<file path="config.mk">
export PLATFORM = sky130hd
export DESIGN_NAME = icmp_probe_reply_classifier
export DESIGN_NICKNAME = d
export VERILOG_FILES = /design/src/design/icmprc_pkg.sv /design/src/design/icmprc_capture.sv /design/src/design/icmprc_decide.sv /design/src/design/icmp_probe_reply_classifier.sv
export SDC_FILE = /design/constraint.sdc
export NUM_CORES = 1
export LEC_CHECK = 0
export ABC_AREA = 1
export BUFFER_PORTS_ARGS = -buffer_cell sky130_fd_sc_hd__buf_2
export CORE_MARGIN = 2
export CORE_UTILIZATION = 30
export DETAILED_ROUTE_END_ITERATION = 6
export GPL_ROUTABILITY_DRIVEN = 1
export PLACE_DENSITY_LB_ADDON = 0.15
export SLEW_MARGIN = 20
export SYNTH_ARGS = -nofsm -noshare
export SYNTH_HDL_FRONTEND = slang
export SYNTH_HIERARCHICAL = 1
export SYNTH_SLANG_ARGS = --single-unit
export TNS_END_PERCENT = 30
</file>
<file path="constraint.sdc">
create_clock -name clk -period 7.6 [get_ports clk]
set_input_delay 0 -clock clk [delete_from_list [all_inputs] [get_ports clk]]
set_output_delay 0 -clock clk [all_outputs]
set_load 0.005 [all_outputs]
</file>
<file path="src/design/icmprc_pkg.sv">
// Package for the ICMP probe reply classifier: item structs, ICMP and
// IP constants, verdict codes and field offsets. No dependencies.
`default_nettype none
package icmprc_pkg;

  localparam int MAX_PACKET_BYTES_DEF = 1500;

  localparam logic [7:0]  TYPE_TIME_EXCEEDED    = 8'd11;
  localparam logic [7:0]  CODE_IN_TRANSIT       = 8'd0;
  localparam logic [7:0]  TYPE_UNREACHABLE      = 8'd3;
  localparam logic [7:0]  CODE_PORT_UNREACHABLE = 8'd3;
  localparam logic [7:0]  PROTO_UDP             = 8'd17;
  localparam logic [15:0] DEFAULT_BASE_PORT     = 16'd33434;

  // byte offsets relative to the start of the ICMP message; SRC_ADDR_LO/HI are from packet start
  localparam int OFS_CODE      = 1;
  localparam int OFS_INNER_IHL = 8;
  localparam int OFS_PROTO     = 17;
  localparam int ICMP_MIN_LEN  = 8;
  localparam int QUOTE_MIN_LEN = 28;
  localparam int PORTS_TAIL    = 12;
  localparam int SRC_ADDR_LO   = 12;
  localparam int SRC_ADDR_HI   = 15;

  typedef enum logic {
    REG_SOURCE_PORT    = 1'b0,
    REG_BASE_DEST_PORT = 1'b1
  } cfg_reg_t;

  typedef enum logic [1:0] {
    VERDICT_NONE        = 2'd0,
    VERDICT_TIME_EXC    = 2'd1,
    VERDICT_PORT_UNR    = 2'd2,
    VERDICT_OTHER_UNR   = 2'd3
  } verdict_t;

  typedef struct packed {
    logic [7:0]  data_byte;
    logic        last_byte;
    logic [15:0] probe_seq;
  } in_item_t;

  typedef struct packed {
    logic [1:0]  verdict;
    logic [7:0]  reply_code;
    logic [31:0] responder_addr;
  } out_item_t;

  typedef struct packed {
    logic [5:0]  outer_hdr;
    logic [7:0]  msg_type;
    logic [7:0]  msg_code;
    logic [5:0]  inner_hdr;
    logic [7:0]  inner_proto;
    logic [15:0] src_port;
    logic [15:0] dst_port;
    logic [15:0] exp_dst_port;
    logic [31:0] sender_addr;
  } pkt_fields_t;

endpackage
`default_nettype wire

</file>
<file path="src/design/icmprc_capture.sv">
// Position-based field capture for one packet byte per cycle while enabled.
// Holds the packet state registers; uses icmprc_pkg.
`default_nettype none
module icmprc_capture #(
  parameter int MAX_PACKET_BYTES = icmprc_pkg::MAX_PACKET_BYTES_DEF,
  localparam int POS_W = $clog2(MAX_PACKET_BYTES + 1)
) (
  input  wire logic                   clk,
  input  wire logic                   rst_n,
  input  wire logic                   en,
  input  wire icmprc_pkg::in_item_t   item,
  input  wire logic [15:0]            base_dest_port,
  output icmprc_pkg::pkt_fields_t     fields,
  output logic [POS_W-1:0]            pkt_len
);

  localparam int SUM_W = POS_W + 1;
  localparam logic [POS_W-1:0] POS_MAX = POS_W'(MAX_PACKET_BYTES);

  logic [POS_W-1:0]        pos_r, pos_nxt;
  icmprc_pkg::pkt_fields_t fld_r, fld_nxt, fld_base;
  logic                    cap, start;
  logic [SUM_W-1:0]        p, h1, ports;
  logic [7:0]              b;

  always_comb begin
    b     = item.data_byte;
    cap   = (pos_r != POS_MAX);
    start = cap && (pos_r == '0);
    p     = SUM_W'(pos_r);

    fld_base = fld_r;
    if (start) begin
      fld_base              = '0;
      fld_base.outer_hdr    = {b[3:0], 2'b00};
      fld_base.exp_dst_port = base_dest_port + item.probe_seq;
    end

    fld_nxt = fld_base;
    h1 = SUM_W'(fld_base.outer_hdr);
    if (cap) begin
      if (pos_r inside {[icmprc_pkg::SRC_ADDR_LO:icmprc_pkg::SRC_ADDR_HI]})
        fld_nxt.sender_addr = {fld_base.sender_addr[23:0], b};
      if (p == h1)
        fld_nxt.msg_type = b;
      if (p == h1 + SUM_W'(icmprc_pkg::OFS_CODE))
        fld_nxt.msg_code = b;
      if (p == h1 + SUM_W'(icmprc_pkg::OFS_INNER_IHL))
        fld_nxt.inner_hdr = {b[3:0], 2'b00};
      if (p == h1 + SUM_W'(icmprc_pkg::OFS_PROTO))
        fld_nxt.inner_proto = b;
    end
    ports = h1 + SUM_W'(icmprc_pkg::OFS_INNER_IHL) + SUM_W'(fld_nxt.inner_hdr);
    if (cap) begin
      if (p == ports)
        fld_nxt.src_port[15:8] = b;
      if (p == ports + SUM_W'(1))
        fld_nxt.src_port[7:0] = b;
      if (p == ports + SUM_W'(2))
        fld_nxt.dst_port[15:8] = b;
      if (p == ports + SUM_W'(3))
        fld_nxt.dst_port[7:0] = b;
    end

    pkt_len = cap ? pos_r + POS_W'(1) : pos_r;
    pos_nxt = item.last_byte ? '0 : pkt_len;
    fields  = fld_nxt;
  end

  always_ff @(posedge clk) begin
    if (!rst_n) begin
      pos_r <= '0;
      fld_r <= '0;
    end else if (en) begin
      pos_r <= pos_nxt;
      fld_r <= fld_nxt;
    end
  end

endmodule
`default_nettype wire

</file>
<file path="src/design/icmprc_decide.sv">
// Verdict logic: length checks, ICMP type/code and quoted UDP port match.
// Combinational on the post-capture fields; uses icmprc_pkg.
`default_nettype none
module icmprc_decide #(
  parameter int MAX_PACKET_BYTES = icmprc_pkg::MAX_PACKET_BYTES_DEF,
  localparam int POS_W = $clog2(MAX_PACKET_BYTES + 1)
) (
  input  wire icmprc_pkg::pkt_fields_t fields,
  input  wire logic [POS_W-1:0]        pkt_len,
  input  wire logic [15:0]             source_port,
  output icmprc_pkg::out_item_t        result
);

  localparam int SUM_W = POS_W + 1;

  logic [SUM_W-1:0] len, h1;
  logic             too_short, quote_short, texc, unr, match;
  icmprc_pkg::verdict_t v;

  always_comb begin
    len = SUM_W'(pkt_len);
    h1  = SUM_W'(fields.outer_hdr);
    too_short   = len < h1 + SUM_W'(icmprc_pkg::ICMP_MIN_LEN);
    quote_short = (len < h1 + SUM_W'(icmprc_pkg::QUOTE_MIN_LEN)) ||
                  (len < h1 + SUM_W'(icmprc_pkg::PORTS_TAIL) + SUM_W'(fields.inner_hdr));
    texc  = (fields.msg_type == icmprc_pkg::TYPE_TIME_EXCEEDED) &&
            (fields.msg_code == icmprc_pkg::CODE_IN_TRANSIT);
    unr   = (fields.msg_type == icmprc_pkg::TYPE_UNREACHABLE);
    match = (fields.inner_proto == icmprc_pkg::PROTO_UDP) &&
            (fields.src_port == source_port) &&
            (fields.dst_port == fields.exp_dst_port);

    if (too_short || !(texc || unr) || quote_short || !match)
      v = icmprc_pkg::VERDICT_NONE;
    else if (texc)
      v = icmprc_pkg::VERDICT_TIME_EXC;
    else if (fields.msg_code == icmprc_pkg::CODE_PORT_UNREACHABLE)
      v = icmprc_pkg::VERDICT_PORT_UNR;
    else
      v = icmprc_pkg::VERDICT_OTHER_UNR;

    result.verdict = v;
    if (v == icmprc_pkg::VERDICT_NONE) begin
      result.reply_code     = '0;
      result.responder_addr = '0;
    end else begin
      result.reply_code     = fields.msg_code;
      result.responder_addr = fields.sender_addr;
    end
  end

endmodule
`default_nettype wire

</file>
<file path="src/design/icmp_probe_reply_classifier.sv">
// ICMP probe reply classifier: one packet byte per item, one verdict per packet.
// Throughput one byte per cycle unless a last byte waits for a full result register;
// each byte waits in the input register, and when a last byte leaves it its verdict
// goes into the result register and out_valid rises. Result register decouples stalls.
// Synchronous active-low reset clears packet state, source_port to 0 and
// base_dest_port to 33434. Uses icmprc_pkg, icmprc_capture, icmprc_decide.
`default_nettype none
module icmp_probe_reply_classifier #(
  parameter int MAX_PACKET_BYTES = icmprc_pkg::MAX_PACKET_BYTES_DEF
) (
  input  wire logic                  clk,
  input  wire logic                  rst_n,
  input  wire logic                  in_valid,
  output logic                       in_ready,
  input  wire icmprc_pkg::in_item_t  in_data,
  output logic                       out_valid,
  input  wire logic                  out_ready,
  output icmprc_pkg::out_item_t      out_data,
  input  wire logic                  cfg_we,
  input  wire logic                  cfg_index,
  input  wire logic [15:0]           cfg_wdata
);

  localparam int POS_W = $clog2(MAX_PACKET_BYTES + 1);

  logic                    s1_valid_r;
  icmprc_pkg::in_item_t    s1_item_r;
  logic                    s1_go;
  logic                    out_valid_r;
  icmprc_pkg::out_item_t   out_data_r, result;
  logic [15:0]             src_port_r, base_port_r;
  icmprc_pkg::pkt_fields_t fields;
  logic [POS_W-1:0]        pkt_len;

  assign s1_go     = s1_valid_r && (!s1_item_r.last_byte || !out_valid_r || out_ready);
  assign in_ready  = !s1_valid_r || s1_go;
  assign out_valid = out_valid_r;
  assign out_data  = out_data_r;

  always_ff @(posedge clk) begin
    if (!rst_n) begin
      src_port_r  <= '0;
      base_port_r <= icmprc_pkg::DEFAULT_BASE_PORT;
    end else if (cfg_we) begin
      case (cfg_index)
        icmprc_pkg::REG_SOURCE_PORT:    src_port_r  <= cfg_wdata;
        icmprc_pkg::REG_BASE_DEST_PORT: base_port_r <= cfg_wdata;
        default: ;
      endcase
    end
  end

  always_ff @(posedge clk) begin
    if (!rst_n) begin
      s1_valid_r <= 1'b0;
    end else if (in_ready) begin
      s1_valid_r <= in_valid;
    end
  end

  always_ff @(posedge clk) begin
    if (in_ready && in_valid) begin
      s1_item_r <= in_data;
    end
  end

  icmprc_capture #(.MAX_PACKET_BYTES(MAX_PACKET_BYTES)) u_capture (
    .clk            (clk),
    .rst_n          (rst_n),
    .en             (s1_go),
    .item           (s1_item_r),
    .base_dest_port (base_port_r),
    .fields         (fields),
    .pkt_len        (pkt_len)
  );

  icmprc_decide #(.MAX_PACKET_BYTES(MAX_PACKET_BYTES)) u_decide (
    .fields      (fields),
    .pkt_len     (pkt_len),
    .source_port (src_port_r),
    .result      (result)
  );

  always_ff @(posedge clk) begin
    if (!rst_n) begin
      out_valid_r <= 1'b0;
    end else if (s1_go && s1_item_r.last_byte) begin
      out_valid_r <= 1'b1;
    end else if (out_ready) begin
      out_valid_r <= 1'b0;
    end
  end

  always_ff @(posedge clk) begin
    if (s1_go && s1_item_r.last_byte) begin
      out_data_r <= result;
    end
  end

endmodule
`default_nettype wire
</file>
==> impl_metrics.py <==
metrics = {
    "synth": {
        "synth_nets": 2202,
        "synth_area_um2": 14400,
        "yosysTopAreaCell": "dfxtp_1",
        "synthTopCellsByArea": "dfxtp_1 22%, edfxtp_1 14%, nand2_1 12%, inv_1 8.8%, nand3_1 6.2%",
        "synth_edf_count": 67,
        "synth_top_area_frac": 0.224,
        "yosys_register_bits": 228,
        "netlist_instances": 2089,
        "synth_area_per_cell_um2": 6.88,
        "yosysUniqueCellTypes": 46,
        "synth_flop_cell": "dfxtp_1",
        "yosysWarnings": 6,
        "synthArstFlopShare": 0,
        "yosysSeqAreaShare": 0.364,
    },
    "route": {
        "routed_via_density": 4.68,
        "drcViolationCount": 0,
        "drt-pass1-iter-count": 5,
        "drt_iter0_drc": 773,
        "ant_nets": 0,
        "routedWlPerCell_um": 15.5,
        "wl_mm": 43.9,
        "vias": 13300,
    },
    "power_and_ir_drop": {
        "swShare": 0.288,
        "power.density_nw_per_um2": 190,
        "power.switching_uw": 923,
        "clkPwrFrac": 0.408,
        "p_int_uw": 2280,
        "p_leak_uw": 0.00783,
        "vdd_drop_max_v": 0.000152,
        "pwr-share-comb": 0.170,
        "finalPower_uw": 3200,
        "power_frac_seq": 0.421,
    },
    "final_layout": {
        "fin_area_um2": 16800,
        "syn2layout_area_growth_pct": 17.2,
        "final_cells": 2839,
        "layout_common_cells": "469 x nand2_1, 334 x inv_1, 231 x nor2_1",
        "fillers": 5126,
        "layout_commonest_cell": "nand2_1",
        "nets": 2316,
        "drive_gt1_frac": 0.115,
        "diodes": 0,
    },
    "sta": {
        "finalSetupTns_ns": 0,
        "worst_slew_pin_slew_ns": 0.948,
        "period_share": 0.901,
        "finalCriticalPeriod_ns": 6.85,
        "fmax_mhz": 146,
        "final_max_slew_viol_count": 0,
        "finalHoldViolCount": 0,
        "relSlewSlack": 0.367,
        "setup_viol_count_final": 0,
        "finClkSkew_ns": 0.0249,
    },
    "setup_path": {
        "worst_path_max_delay_cell": "dfxtp_1",
        "endpoint_kind": "flip-flop",
        "crit_path_start_kind": "flip-flop",
        "critPathArrivalTime_ns": 7.26,
        "crit_path_max_fanout": 42,
        "worstSetupPathType": "flip-flop to flip-flop",
        "cpPeakStageDelay_ns": 0.56,
        "required_ns": 8.01,
        "cp_common_cell": "nand2_1",
    },
    "clocking": {
        "clockBufferDepth": 3,
        "path_clk_slew_ns": 0.06,
        "clk_latency_ns": 0.56,
        "cts_root_buffer": "clkbuf_16",
        "cts_tree": "done",
        "cts_sinks": 228,
        "h-tree-depth": 1,
        "numCtsBuffers": 27,
    },
    "floorplanning": {
        "die_w_um": 223,
        "chipHeight_um": 223,
        "dieArea_um2": 49700,
        "core_area_um2": 47500,
        "initial_core_util": 0.302,
        "row_count": 80,
        "io_pins": 91,
    },
    "hold_path": {
        "hold_path.class": "input port to flip-flop",
    },
    "global_routing": {
        "grt_max_degree": 75,
        "grt_pass1_wl_mm": 69.4,
        "antenna_found_initial": 0,
        "grt_util_all_layers": 0.176,
        "grt_pass1_vias": 12700,
        "overflow": 0,
    },
    "placement": {
        "place.gp.congestion": 0.895,
        "hpwl_mm": 31.4,
        "io_buffer_count": 90,
        "place_inst": 2735,
        "place_area_um2": 15400,
    },
    "outcome": {
        "status": "finished clean",
    },
    "run": {
        "max_cap_violations": 0,
    },
}
==> power groups by stage <==
stage / Clock [µW] / Sequential, µW / Combinational (µW)
after detailed placement: 0 / 1380 / 524
after CTS: 1350 / 1350 / 547
after global routing: 1400 / 1360 / 621
after floorplan: 0 / 1360 / 379
after global placement: 0 / 1370 / 520
final: 1310 / 1350 / 545
==> synth_stat cells (3+ instances only) <==
cell type / n
a21o_1: 3
a21oi_1: 138
a31oi_1: 14
buf_1: 13
buf_2: 5
buf_6: 8
clkbuf_1: 55
dfxtp_1: 161
edfxtp_1: 67
fa_1: 3
ha_1: 63
inv_1: 336
inv_2: 4
nand2_1: 469
nand2_2: 11
nand2_4: 7
nand3_1: 178
nand3_2: 5
nand3b_1: 5
nand4_1: 22
nor2_1: 232
nor2_2: 42
nor2_4: 7
nor3_1: 14
nor3_2: 3
o211ai_1: 17
o21ai_0: 118
o21ai_1: 13
xnor2_1: 28
xor2_1: 25
xor2_2: 3
==> critical path: cells and delay by family (launching register included) <==
kind	cells	cell delay [ns]
xor+xnor	2	0.40
fa+ha+maj	4	1.18
simple gates	25	3.19
buf+inv	8	1.18
flops	1	0.56
compound gates	1	0.16
==> final cells by class <==
| cell class | count | area [µm²] | area share |
|---|---|---|---|
| Sequential cell | 228 | 5240 | 0.311 |
| Inverter | 344 | 1300 | 0.0772 |
| Timing Repair Buffer | 170 | 1190 | 0.0706 |
| Tap cell | 615 | 769 | 0.0457 |
| Clock buffer | 35 | 726 | 0.0431 |
| Clock inverter | 15 | 161 | 0.00958 |
| Multi-Input combinational cell | 1432 | 7460 | 0.443 |
==> layer usage <==
metal | routed length, µm | share of wire | GRT usage | vias up
met3 | 1890 | 0.043 | 0.0270 | 70
met1 | 20000 | 0.46 | 0.226 | 6089
met5 | 0 | 0 | 0 | -
met2 | 20700 | 0.47 | 0.306 | 259
li1 | - | - | - | 6864
met4 | 1200 | 0.027 | 0.0476 | 0
==> state kept, by name, summed over array words and instances, names as in the netlist <==
| register | count |
|---|---|
| s1_item_r | 25 |
| u_capture/fld_r | 116 |
| u_capture/pos_r | 11 |
| src_port_r | 16 |
| out_data | 42 |
| base_port_r | 16 |
| s1_valid_r | 1 |
| out_valid | 1 |
==> through the flow <==
| stage | util | setup WS [ns] | hold WS [ns] |
|---|---|---|---|
| after floorplan | - | 1.69 | 0.0989 |
| after global placement | 0.324 | 0.617 | 0.177 |
| after detailed placement | 0.324 | 0.464 | 0.178 |
| after CTS | 0.353 | 0.441 | 0.114 |
| after global routing | 0.354 | -0.0130 | 0.135 |
| final | 0.354 | 0.752 | 0.113 |
==> path summary, 6_finish.rpt <==
| path | startpoint | endpoint | slack [ns] | depth (start not counted) |
|---|---|---|---|---|
| worst max-delay path | u_capture/pos_r[1]$_SDFFE_PN0P_ | out_data[39]$_DFFE_PP_ | 0.75 | 40 |
| worst min-delay path | rst_n | base_port_r[7]$_SDFFE_PN1P_ | 0.11 | 3 |
| worst max register to register | u_capture/pos_r[1]$_SDFFE_PN0P_ | out_data[39]$_DFFE_PP_ | 0.75 | 40 |
| worst min register to register | u_capture/fld_r[36]$_SDFFE_PN0P_ | u_capture/fld_r[36]$_SDFFE_PN0P_ | 0.45 | 2 |
==> cell families (layout without fill, tap and decap cells) <==
family / count (synthesis) / in the layout / synth area share
adder cells (fa/ha/maj): 66 / 66 / 0.0590
AO/OA/AOI/OAI: 309 / 309 / 0.114
buffers and inverters: 429 / 564 / 0.119
XOR/XNOR: 56 / 56 / 0.0357
AND/OR/NAND/NOR: 1001 / 1001 / 0.307
flip-flops: 228 / 228 / 0.364
==> repair_timing <==
action	CTS	global route
setup buffers	0	2
setup endpoints to repair	0	42
endpoints found under the hold margin	59	0
resized for setup	0	5
hold buffers	52	0
Note: power is estimated with default switching activity, not from simulation.
